$ cat config.mk
export PLATFORM = sky130hd
export DESIGN_NAME = rbes_front
export DESIGN_NICKNAME = d
export VERILOG_FILES = /design/src/design/rbes_pkg.sv /design/src/design/rbes_front.sv
export VERILOG_INCLUDE_DIRS = /design/src /design/src/design
export SDC_FILE = /design/constraint.sdc
export NUM_CORES = 2
export LEC_CHECK = 0
export ABC_AREA = 1
export BUFFER_PORTS_ARGS = -buffer_cell sky130_fd_sc_hd__buf_2
export CORE_MARGIN = 5
export CORE_UTILIZATION = 62
export CTS_CLUSTER_SIZE = 20
export DETAILED_ROUTE_END_ITERATION = 10
export GPL_TIMING_DRIVEN = 0
export HOLD_SLACK_MARGIN = 0.08
export MAX_ROUTING_LAYER = met4
export PLACE_DENSITY_LB_ADDON = 0.05
export SYNTH_ARGS = -nofsm -noshare
export SYNTH_HDL_FRONTEND = slang
export SYNTH_SLANG_ARGS = --single-unit
$ cat constraint.sdc
create_clock -name clk -period 9.2 [get_ports clk]
set_input_delay 1.38 -clock clk [delete_from_list [all_inputs] [get_ports clk]]
set_output_delay 1.38 -clock clk [all_outputs]
set_load 0.01 [all_outputs]
$ cat src/design/assert_macros.svh
// assert_macros.svh: assertion shorthands shared by the rbes modules
// expects clk and rst_n to be declared in the module that uses them
`ifndef ASSERT_MACROS_SVH
`define ASSERT_MACROS_SVH

// condition that holds at every edge out of reset
`define CHK_ALWAYS(name, cond, msg) \
  name: assert property (@(posedge clk) disable iff (!rst_n) (cond)) \
    else $error(msg);

// consequence that must hold in the cycle after the trigger
`define CHK_NEXT(name, trig, cons, msg) \
  name: assert property (@(posedge clk) disable iff (!rst_n) (trig) |=> (cons)) \
    else $error(msg);

`endif

$ cat src/design/rbes_pkg.sv
// rbes_pkg: widths, codes and word types of the rigid body euler step pipeline
// no dependencies; imported by every rbes module and the top level
package rbes_pkg;

  // q16.16 word and field widths
  localparam int unsigned QW         = 32;
  localparam int unsigned FRAC       = 16;
  localparam int unsigned MASS_W     = 31;
  localparam int unsigned DT_W       = 16;
  localparam int unsigned DAMP_W     = 16;
  localparam int unsigned DAMP_SHIFT = 12;
  localparam int unsigned MODE_W     = 3;
  localparam int unsigned CFG_IDX_W  = 2;

  // damping factor 1 - damp*dt, signed, wide enough for the negative range
  localparam int unsigned K_W = 2 * DAMP_W - DAMP_SHIFT + 1;
  localparam logic signed [K_W-1:0] K_ONE = K_W'(1 << FRAC);

  // one quotient bit per divider stage: 32 dividend bits plus 16 fraction bits
  localparam int unsigned DIV_STAGES = QW + FRAC;

  // lanes: horizontal, vertical, rotational
  localparam int unsigned N_LANE = 3;
  localparam int unsigned LANE_X = 0;
  localparam int unsigned LANE_Y = 1;
  localparam int unsigned LANE_W = 2;

  // body mode codes
  localparam logic [1:0] KIND_STATIC  = 2'd0;
  localparam logic [1:0] KIND_DYNAMIC = 2'd1;
  localparam int unsigned MODE_FIXED_ROT_BIT = 2;

  // configuration register indexes
  localparam logic [CFG_IDX_W-1:0] CFG_GRAVITY_Y  = 2'd0;
  localparam logic [CFG_IDX_W-1:0] CFG_LIN_DAMP   = 2'd1;
  localparam logic [CFG_IDX_W-1:0] CFG_ANG_DAMP   = 2'd2;

  typedef logic signed [QW-1:0] q16_t;

  // configuration as seen by the datapath
  typedef struct packed {
    q16_t              gravity_y;
    logic [DAMP_W-1:0] lin_damp;
    logic [DAMP_W-1:0] ang_damp;
  } cfg_t;

  // one input word, forces/velocities/poses indexed by lane
  typedef struct packed {
    logic [MODE_W-1:0]  mode;
    logic [MASS_W-1:0]  mass;
    q16_t [N_LANE-1:0]  frc;
    q16_t [N_LANE-1:0]  vel;
    q16_t [N_LANE-1:0]  pos;
    logic [DT_W-1:0]    dt;
  } body_t;

  // what travels alongside the dividers
  typedef struct packed {
    logic [1:0]             kind;
    logic                   fixed_rot;
    logic                   mass_zero;
    logic [N_LANE-1:0]      neg;
    logic [DT_W-1:0]        dt;
    logic signed [K_W-1:0]  k_lin;
    logic signed [K_W-1:0]  k_ang;
    q16_t [N_LANE-1:0]      vel;
    q16_t [N_LANE-1:0]      pos;
  } body_side_t;

endpackage

$ cat src/design/rbes_front.sv
// rbes_front: input capture, gravity force, damping factors, force magnitudes
// depends on rbes_pkg; feeds rbes_div
module rbes_front import rbes_pkg::*; (
  input  logic                        clk,
  input  logic                        rst_n,
  input  logic                        en,
  input  logic                        in_vld,
  input  body_t                       in_body,
  input  cfg_t                        cfg,
  output logic                        f_vld,
  output body_side_t                  f_side,
  output logic [MASS_W-1:0]           f_mass,
  output logic [N_LANE-1:0][QW-1:0]   f_mag
);

  `include "assert_macros.svh"

  logic                      s0_vld_r;
  body_t                     s0_body_r;
  logic                      s1_vld_r;
  body_t                     s1_body_r;
  q16_t                      s1_grav_r;
  logic [2*DAMP_W-1:0]       s1_dl_r;
  logic [2*DAMP_W-1:0]       s1_da_r;
  logic                      s2_vld_r;
  body_t                     s2_body_r;
  logic signed [K_W-1:0]     s2_kl_r;
  logic signed [K_W-1:0]     s2_ka_r;
  logic                      s3_vld_r;
  body_side_t                s3_side_r;
  logic [MASS_W-1:0]         s3_mass_r;
  logic [N_LANE-1:0][QW-1:0] s3_mag_r;

  logic signed [2*QW-1:0]    grav_prod;
  logic [2*DAMP_W-1:0]       dl_nxt;
  logic [2*DAMP_W-1:0]       da_nxt;
  body_t                     s2_body_nxt;
  logic signed [K_W-1:0]     kl_nxt;
  logic signed [K_W-1:0]     ka_nxt;
  body_side_t                s3_side_nxt;
  logic [N_LANE-1:0][QW-1:0] mag_nxt;
  logic                      mag_ok;

  // valid bits
  always_ff @(posedge clk) begin
    if (!rst_n) begin
      s0_vld_r <= 1'b0;
      s1_vld_r <= 1'b0;
      s2_vld_r <= 1'b0;
      s3_vld_r <= 1'b0;
    end else if (en) begin
      s0_vld_r <= in_vld;
      s1_vld_r <= s0_vld_r;
      s2_vld_r <= s1_vld_r;
      s3_vld_r <= s2_vld_r;
    end
  end

  // stage 1: mass * gravity and damping * dt products
  always_comb begin
    grav_prod = $signed({1'b0, s0_body_r.mass}) * cfg.gravity_y;
    dl_nxt    = s0_body_r.dt * cfg.lin_damp;
    da_nxt    = s0_body_r.dt * cfg.ang_damp;
  end

  // stage 2: gravity into vertical force for dynamic bodies, damping factors
  always_comb begin
    s2_body_nxt = s1_body_r;
    if (s1_body_r.mode[1:0] == KIND_DYNAMIC) begin
      s2_body_nxt.frc[LANE_Y] = q16_t'($signed(s1_body_r.frc[LANE_Y]) + s1_grav_r);
    end
    kl_nxt = K_ONE - $signed({1'b0, s1_dl_r[2*DAMP_W-1:DAMP_SHIFT]});
    ka_nxt = K_ONE - $signed({1'b0, s1_da_r[2*DAMP_W-1:DAMP_SHIFT]});
  end

  // stage 3: split forces into sign and magnitude for the dividers
  always_comb begin
    s3_side_nxt.kind      = s2_body_r.mode[1:0];
    s3_side_nxt.fixed_rot = s2_body_r.mode[MODE_FIXED_ROT_BIT];
    s3_side_nxt.mass_zero = (s2_body_r.mass == '0);
    s3_side_nxt.dt        = s2_body_r.dt;
    s3_side_nxt.k_lin     = s2_kl_r;
    s3_side_nxt.k_ang     = s2_ka_r;
    s3_side_nxt.vel       = s2_body_r.vel;
    s3_side_nxt.pos       = s2_body_r.pos;
    for (int l = 0; l < N_LANE; l++) begin
      s3_side_nxt.neg[l] = s2_body_r.frc[l][QW-1];
      mag_nxt[l]         = s2_body_r.frc[l][QW-1] ? QW'(-s2_body_r.frc[l])
                                                  : s2_body_r.frc[l];
    end
  end

  // payload registers
  always_ff @(posedge clk) begin
    if (en) begin
      s0_body_r <= in_body;
      s1_body_r <= s0_body_r;
      s1_grav_r <= q16_t'(grav_prod[QW+FRAC-1:FRAC]);
      s1_dl_r   <= dl_nxt;
      s1_da_r   <= da_nxt;
      s2_body_r <= s2_body_nxt;
      s2_kl_r   <= kl_nxt;
      s2_ka_r   <= ka_nxt;
      s3_side_r <= s3_side_nxt;
      s3_mass_r <= s2_body_r.mass;
      s3_mag_r  <= mag_nxt;
    end
  end

  assign f_vld  = s3_vld_r;
  assign f_side = s3_side_r;
  assign f_mass = s3_mass_r;
  assign f_mag  = s3_mag_r;

  // a magnitude with its top bit set can only come from the most negative force
  always_comb begin
    mag_ok = 1'b1;
    for (int l = 0; l < N_LANE; l++) begin
      if (s3_mag_r[l][QW-1] && ((s3_mag_r[l][QW-2:0] != '0) || !s3_side_r.neg[l])) begin
        mag_ok = 1'b0;
      end
    end
  end

  `CHK_ALWAYS(a_mag_range, !s3_vld_r || mag_ok, "force magnitude out of range")

endmodule

# Word level (Yosys, flattened, before mapping)
# Cells that the tools add are included.
[totals]
regBits = 1540
out_inout_bits = 385
word_cells = 80
[op_classes]
add_sub_neg = 6
n_mul = 3
eq_ne = 1
muxes = 4
reduce_logical = 1
[ops]
columns = ["operator", "n"]
rows = [
  ["32-bit negator", 3],
  ["31-bit 2-to-1 mux", 3],
  ["16-bit by 16-bit multiplier with 32-bit output", 2],
  ["32-bit by 32-bit multiplier with 48-bit output", 1],
  ["17-bit by 20-bit subtractor with 21-bit output (first input constant)", 2],
  ["32-bit adder", 1],
  ["32-bit 2-to-1 mux", 1],
  ["31-bit zero test", 1],
  ["2-bit by 1-bit == test with 1-bit output (second input constant)", 1],
]

# Depth between registers and ports, before layout
[logic_depth]
depth_word = 2
depth_mapped = 33

# Worst setup path before layout
# OpenSTA, ideal clock, no wires.
[synth_timing]
path_type = "input to register"
from = "in cfg[51] (netlist name)"
to = "reg s1_grav_r[28] (data pin)"
setup_time_ns = 0.252
arrival_time_ns = 7.214
required_ns = 8.948
setup_slack_ns = 1.734
cell_stages = 24
n_path_buf = 2
path_cell_list = "clkbuf_1 > buf_1 > nand2_1 > fa_1 > fa_1 > inv_1 > fa_1 > fa_1 > fa_1 > fa_1 > fa_1 > inv_1 > fa_1 > inv_1 > ha_1 > a21oi_1 > a21boi_0 > o21ai_0 > inv_1 > o21ai_0 > a21oi_1 > nand2_1 > nand2_1 > nand2_1"
[synth_via]
elab_chain_len = 1
[synth_rtl]
columns = ["element", "line_no", "source"]
rows = [
  ["start, declared", "rbes_front.sv:9", "input cfg_t cfg,"],
  ["32-bit by 32-bit multiplier with 48-bit output", "rbes_front.sv:61", "grav_prod = $signed({1'b0, s0_body_r.mass}) * cfg.gravity_y;"],
  ["named net grav_prod[44]", "rbes_front.sv:34", "logic signed [2*QW-1:0] grav_prod;"],
  ["end signal, assigned", "rbes_front.sv:98", "s1_grav_r <= q16_t'(grav_prod[QW+FRAC-1:FRAC]);"],
  ["end, declared", "rbes_front.sv:22", "q16_t s1_grav_r;"],
]
# The timed path passes the listed nets, and every way through them passes these cells.
# A chain may end at the register's enable or synchronous reset.

# Final worst setup path
[layout_timing]
from = "in cfg[50] (netlist name)"
to = "reg s1_grav_r[31] (data pin)"
# The elaborated chain is that of the path after synthesis.

==> results_tabular.tex <==
\begin{tabular}{lr}
\hline
Metric & Value \\
\hline
\multicolumn{2}{l}{\textbf{Floorplanning}} \\
\quad Total Die Area & 167000 um2 \\
\quad Area of the placeable core & 158000 um2 \\
\quad Effective utilization at floorplan & 0.622 \\
\quad Row count & 146 \\
\quad Width of the die & 408 um \\
\quad Io pins & 791 \\
\quad Die Height & 408 um \\
\multicolumn{2}{l}{\textbf{Synthesis}} \\
\quad Most area-hungry cell type in the Yosys netlist & sky130\_fd\_sc\_hd\_\_edfxtp\_1 \\
\quad Yosys synthesis warning count & 0 \\
\quad Number of enable-type register cells in the synthesized netlist & 1512 \\
\quad Main synth FF type & sky130\_fd\_sc\_hd\_\_edfxtp\_1 \\
\quad Register bit total from synthesis & 1516 \\
\quad Unique cell type count in the Yosys netlist & 55 \\
\quad Fraction of synthesized cell area taken by the top area cell type & 0.462 \\
\quad Most used standard cells in the synthesized netlist & sky130\_fd\_sc\_hd\_\_inv\_1 (2235), sky130\_fd\_sc\_hd\_\_nand2\_1 (1960), sky130\_fd\_sc\_hd\_\_edfxtp\_1 (1512) \\
\quad Most repeated cell in the gate-level netlist after synthesis & sky130\_fd\_sc\_hd\_\_inv\_1 \\
\quad Cell area after technology mapping & 98300 um2 \\
\quad Net count after synthesis & 10900 \\
\quad Post-Syn Area per Cell & 11.1 um2 \\
\quad Count of mapped cells out of synthesis & 8856 \\
\quad Async SR Flop Fraction & 0 \\
\quad Leading post-synthesis cells by cell area & sky130\_fd\_sc\_hd\_\_edfxtp\_1 (46\%), sky130\_fd\_sc\_hd\_\_fa\_1 (23\%), sky130\_fd\_sc\_hd\_\_inv\_1 (8.5\%) \\
\quad Seq/Total Area, Yosys & 0.463 \\
\multicolumn{2}{l}{\textbf{Critical path}} \\
\quad Cell seen most often among critical-path stages & sky130\_fd\_sc\_hd\_\_fa\_1 \\
\quad Largest fanout on the critical path & 10 \\
\quad Cell with the largest stage delay on the worst path & sky130\_fd\_sc\_hd\_\_clkbuf\_1 \\
\quad Arrival time of the worst setup path & 9.19 ns \\
\quad Count of cells along the worst register-to-register path & 27 \\
\quad Crit-path max cell delay & 0.70 ns \\
\quad Startpoint class of the critical path & input port \\
\quad Critical path data required time & 9.70 ns \\
\quad R2R Setup Slk & 0.65 ns \\
\quad Critical path type & in2reg \\
\quad Critical Path End Type & register \\
\multicolumn{2}{l}{\textbf{Clocking}} \\
\quad Post-CTS setup buffer count & 0 \\
\quad Hold bufs inserted after CTS & 0 \\
\quad Clock Root Buffer & sky130\_fd\_sc\_hd\_\_clkbuf\_16 \\
\quad Clock-pin slew of the registers on the worst-case setup and hold paths & 0.06 ns \\
\quad TritonCTS clock tree & built \\
\quad Sink count of the clock tree & 1516 \\
\quad Number of buffers created by CTS & 151 \\
\quad Cts repair resizes & 0 \\
\quad Clock network latency to the later pin of the worst-skew pair & 0.81 ns \\
\quad Clk buf depth & 3 \\
\quad Max H-tree Level & 4 \\
\multicolumn{2}{l}{\textbf{STA}} \\
\quad RSZ-0062 raised after global routing & no \\
\quad Time the final worst path needs with I/O delays and setup & 8.69 ns \\
\quad Hold violation count in the final report & 0 \\
\quad Max Slew Vio Count & 0 \\
\quad Slew Limit Headroom & 0.221 \\
\quad Final setup margin & 0.510 ns \\
\quad Fraction of the cycle the final worst path needs & 0.945 \\
\quad Clock tree skew after final layout & 0.0624 ns \\
\quad Setup violation total in the final timing report & 0 \\
\quad Worst-Margin Slew & 1.17 ns \\
\quad Timing-limited maximum frequency & 115 MHz \\
\multicolumn{2}{l}{\textbf{Drt}} \\
\quad M1 wire length & 96900 um \\
\quad Vias per std cell & 5.34 \\
\quad DRC violations left & 0 \\
\quad Met2 wire len & 124000 um \\
\quad Count of nets left with antenna violations after detail routing & 0 \\
\quad First drt pass iteration count & 6 \\
\quad 1st-iter DRT viols & 6480 \\
\quad Routed length on met3 & 22400 um \\
\quad DR WL/cell & 21.6 um \\
\quad Top routing layer used & met4 \\
\quad Total via count after detailed routing & 64100 \\
\quad Aggregate routed wire length & 259000 um \\
\multicolumn{2}{l}{\textbf{GRT}} \\
\quad Remaining Overflow, GRT & 0 \\
\quad First-pass GRT wire length & 395000 um \\
\quad Number of global-route vias before repair & 66600 \\
\quad Initial antenna violation count & 52 \\
\quad Largest net degree at the start of global routing & 194 \\
\quad Total routing resource utilization after global routing & 0.326 \\
\multicolumn{2}{l}{\textbf{Placement}} \\
\quad Pre-CTS setup slack & -0.0266 ns \\
\quad Half-perimeter wire length after placement & 208000 um \\
\quad Port buffer count & 756 \\
\quad Area post-placement & 105000 um2 \\
\quad Routability cong. & 1.05 \\
\multicolumn{2}{l}{\textbf{Run status}} \\
\quad Result of the run & completed \\
\multicolumn{2}{l}{\textbf{Worst hold path}} \\
\quad Min-delay worst type & reg2reg \\
\quad Number of instances on the worst hold path & 0 \\
\multicolumn{2}{l}{\textbf{Finish}} \\
\quad Layout Cell Area excl Fill & 110000 um2 \\
\quad Fraction of layout cells with a size suffix above 1 & 0.115 \\
\quad Number of nets in the finished design & 11800 \\
\quad Relative area change from synthesis to final layout & 11.9\% \\
\multicolumn{2}{l}{\textbf{Flow run}} \\
\quad Number of maximum-capacitance constraint violations & 0 \\
\hline
\end{tabular}
## routing by layer
layer | track usage | up-vias
li1 | - | 28900
met2 | 0.518 | 2830
met1 | 0.408 | 31600
met3 | 0.0645 | 759
met5 | - | -
met4 | 0.157 | 0
## cell usage in the layout, fill, tap and decap left out, types with 8 or more instances in the layout
master                      instances
sky130_fd_sc_hd__xnor2_1           58
sky130_fd_sc_hd__nand3b_1          17
sky130_fd_sc_hd__inv_2             31
sky130_fd_sc_hd__xor2_1           130
sky130_fd_sc_hd__nand2_1         1960
sky130_fd_sc_hd__a31oi_1           21
sky130_fd_sc_hd__buf_2            772
sky130_fd_sc_hd__a21oi_1          162
sky130_fd_sc_hd__inv_1           2235
sky130_fd_sc_hd__diode_2           34
sky130_fd_sc_hd__clkinv_16         10
sky130_fd_sc_hd__o21ai_0          109
sky130_fd_sc_hd__clkbuf_1         288
sky130_fd_sc_hd__o21ai_1           25
sky130_fd_sc_hd__nand3_2            8
sky130_fd_sc_hd__buf_16             9
sky130_fd_sc_hd__clkinv_2          32
sky130_fd_sc_hd__fa_1            1152
sky130_fd_sc_hd__nand2_2           15
sky130_fd_sc_hd__o21a_1            10
sky130_fd_sc_hd__nor4_1            11
sky130_fd_sc_hd__or2_2             12
sky130_fd_sc_hd__nor3_2            11
sky130_fd_sc_hd__nor2_1           273
sky130_fd_sc_hd__o21ai_2            8
sky130_fd_sc_hd__nor2_2            24
sky130_fd_sc_hd__nand4_1           34
sky130_fd_sc_hd__buf_1             22
sky130_fd_sc_hd__ha_1             439
sky130_fd_sc_hd__clkbuf_16        151
sky130_fd_sc_hd__edfxtp_1        1512
sky130_fd_sc_hd__bufinv_16         11
sky130_fd_sc_hd__a21o_1            27
sky130_fd_sc_hd__nand3_1          140
sky130_fd_sc_hd__nor3_1            42
sky130_fd_sc_hd__a21boi_0           9
sky130_fd_sc_hd__o21bai_1          16
sky130_fd_sc_hd__clkinv_1          29
## cell families (layout without fill, tap and decap cells)
family | count (synthesis) | in the layout | synth area share
compound gates | 413 | 413 | 0.0243
xor+xnor | 188 | 188 | 0.0168
fa+ha+maj | 1591 | 1591 | 0.291
buf+inv | 2569 | 3607 | 0.0984
flops | 1516 | 1516 | 0.463
other cells | 0 | 34 | 0
simple gates | 2579 | 2579 | 0.107
## stage by stage
step,hold slack (ns),TNS [ns],util,instances
6_report,0.362,0,0.696,12000
5_1_grt,0.368,0,0.696,12000
4_1_cts,0.359,0,0.695,12000
3_5_place_dp,0.405,-0.0266,0.664,11700
3_3_place_gp,0.400,-,0.662,11700
2_1_floorplan,0.400,0,-,8856
## cell type report
class,instances,area (um2)
fillers,11800,48100
flip-flops and latches,1516,45500
multi-input cells,4771,43100
inverters,2271,8520
repair buffers,766,4050
clock buffers,180,3890
well taps,2072,2590
plain buffers,298,1140
clock inverters,92,1050
diodes,34,85.1
## critical path: cells and delay by family
family	cells	cell delay, ns
adder cells (fa/ha/maj)	9	4.54
buffers and inverters	9	1.98
AND/OR/NAND/NOR	8	1.00
AO/OA/AOI/OAI	1	0.28
## sequential cells by signal, indices dropped and copies added (netlist names), 20 cells and up
name,cells
s1_dl_r,20
s1_da_r,20
s1_body_r,338
s2_ka_r,21
f_mag,96
s0_body_r,338
f_mass,31
f_side,257
s2_body_r,338
s2_kl_r,21
s1_grav_r,32
## final timing paths
check / start / to
max: cfg[50] / s1_grav_r[31]
min: s1_body_r[25] / s2_body_r[25]
max reg2reg: s0_body_r[322] / s1_grav_r[28]
min reg2reg: s1_body_r[25] / s2_body_r[25]
Power is not shown: default switching activity piles up to over one toggle a cycle in this logic, so the estimate is an artifact.
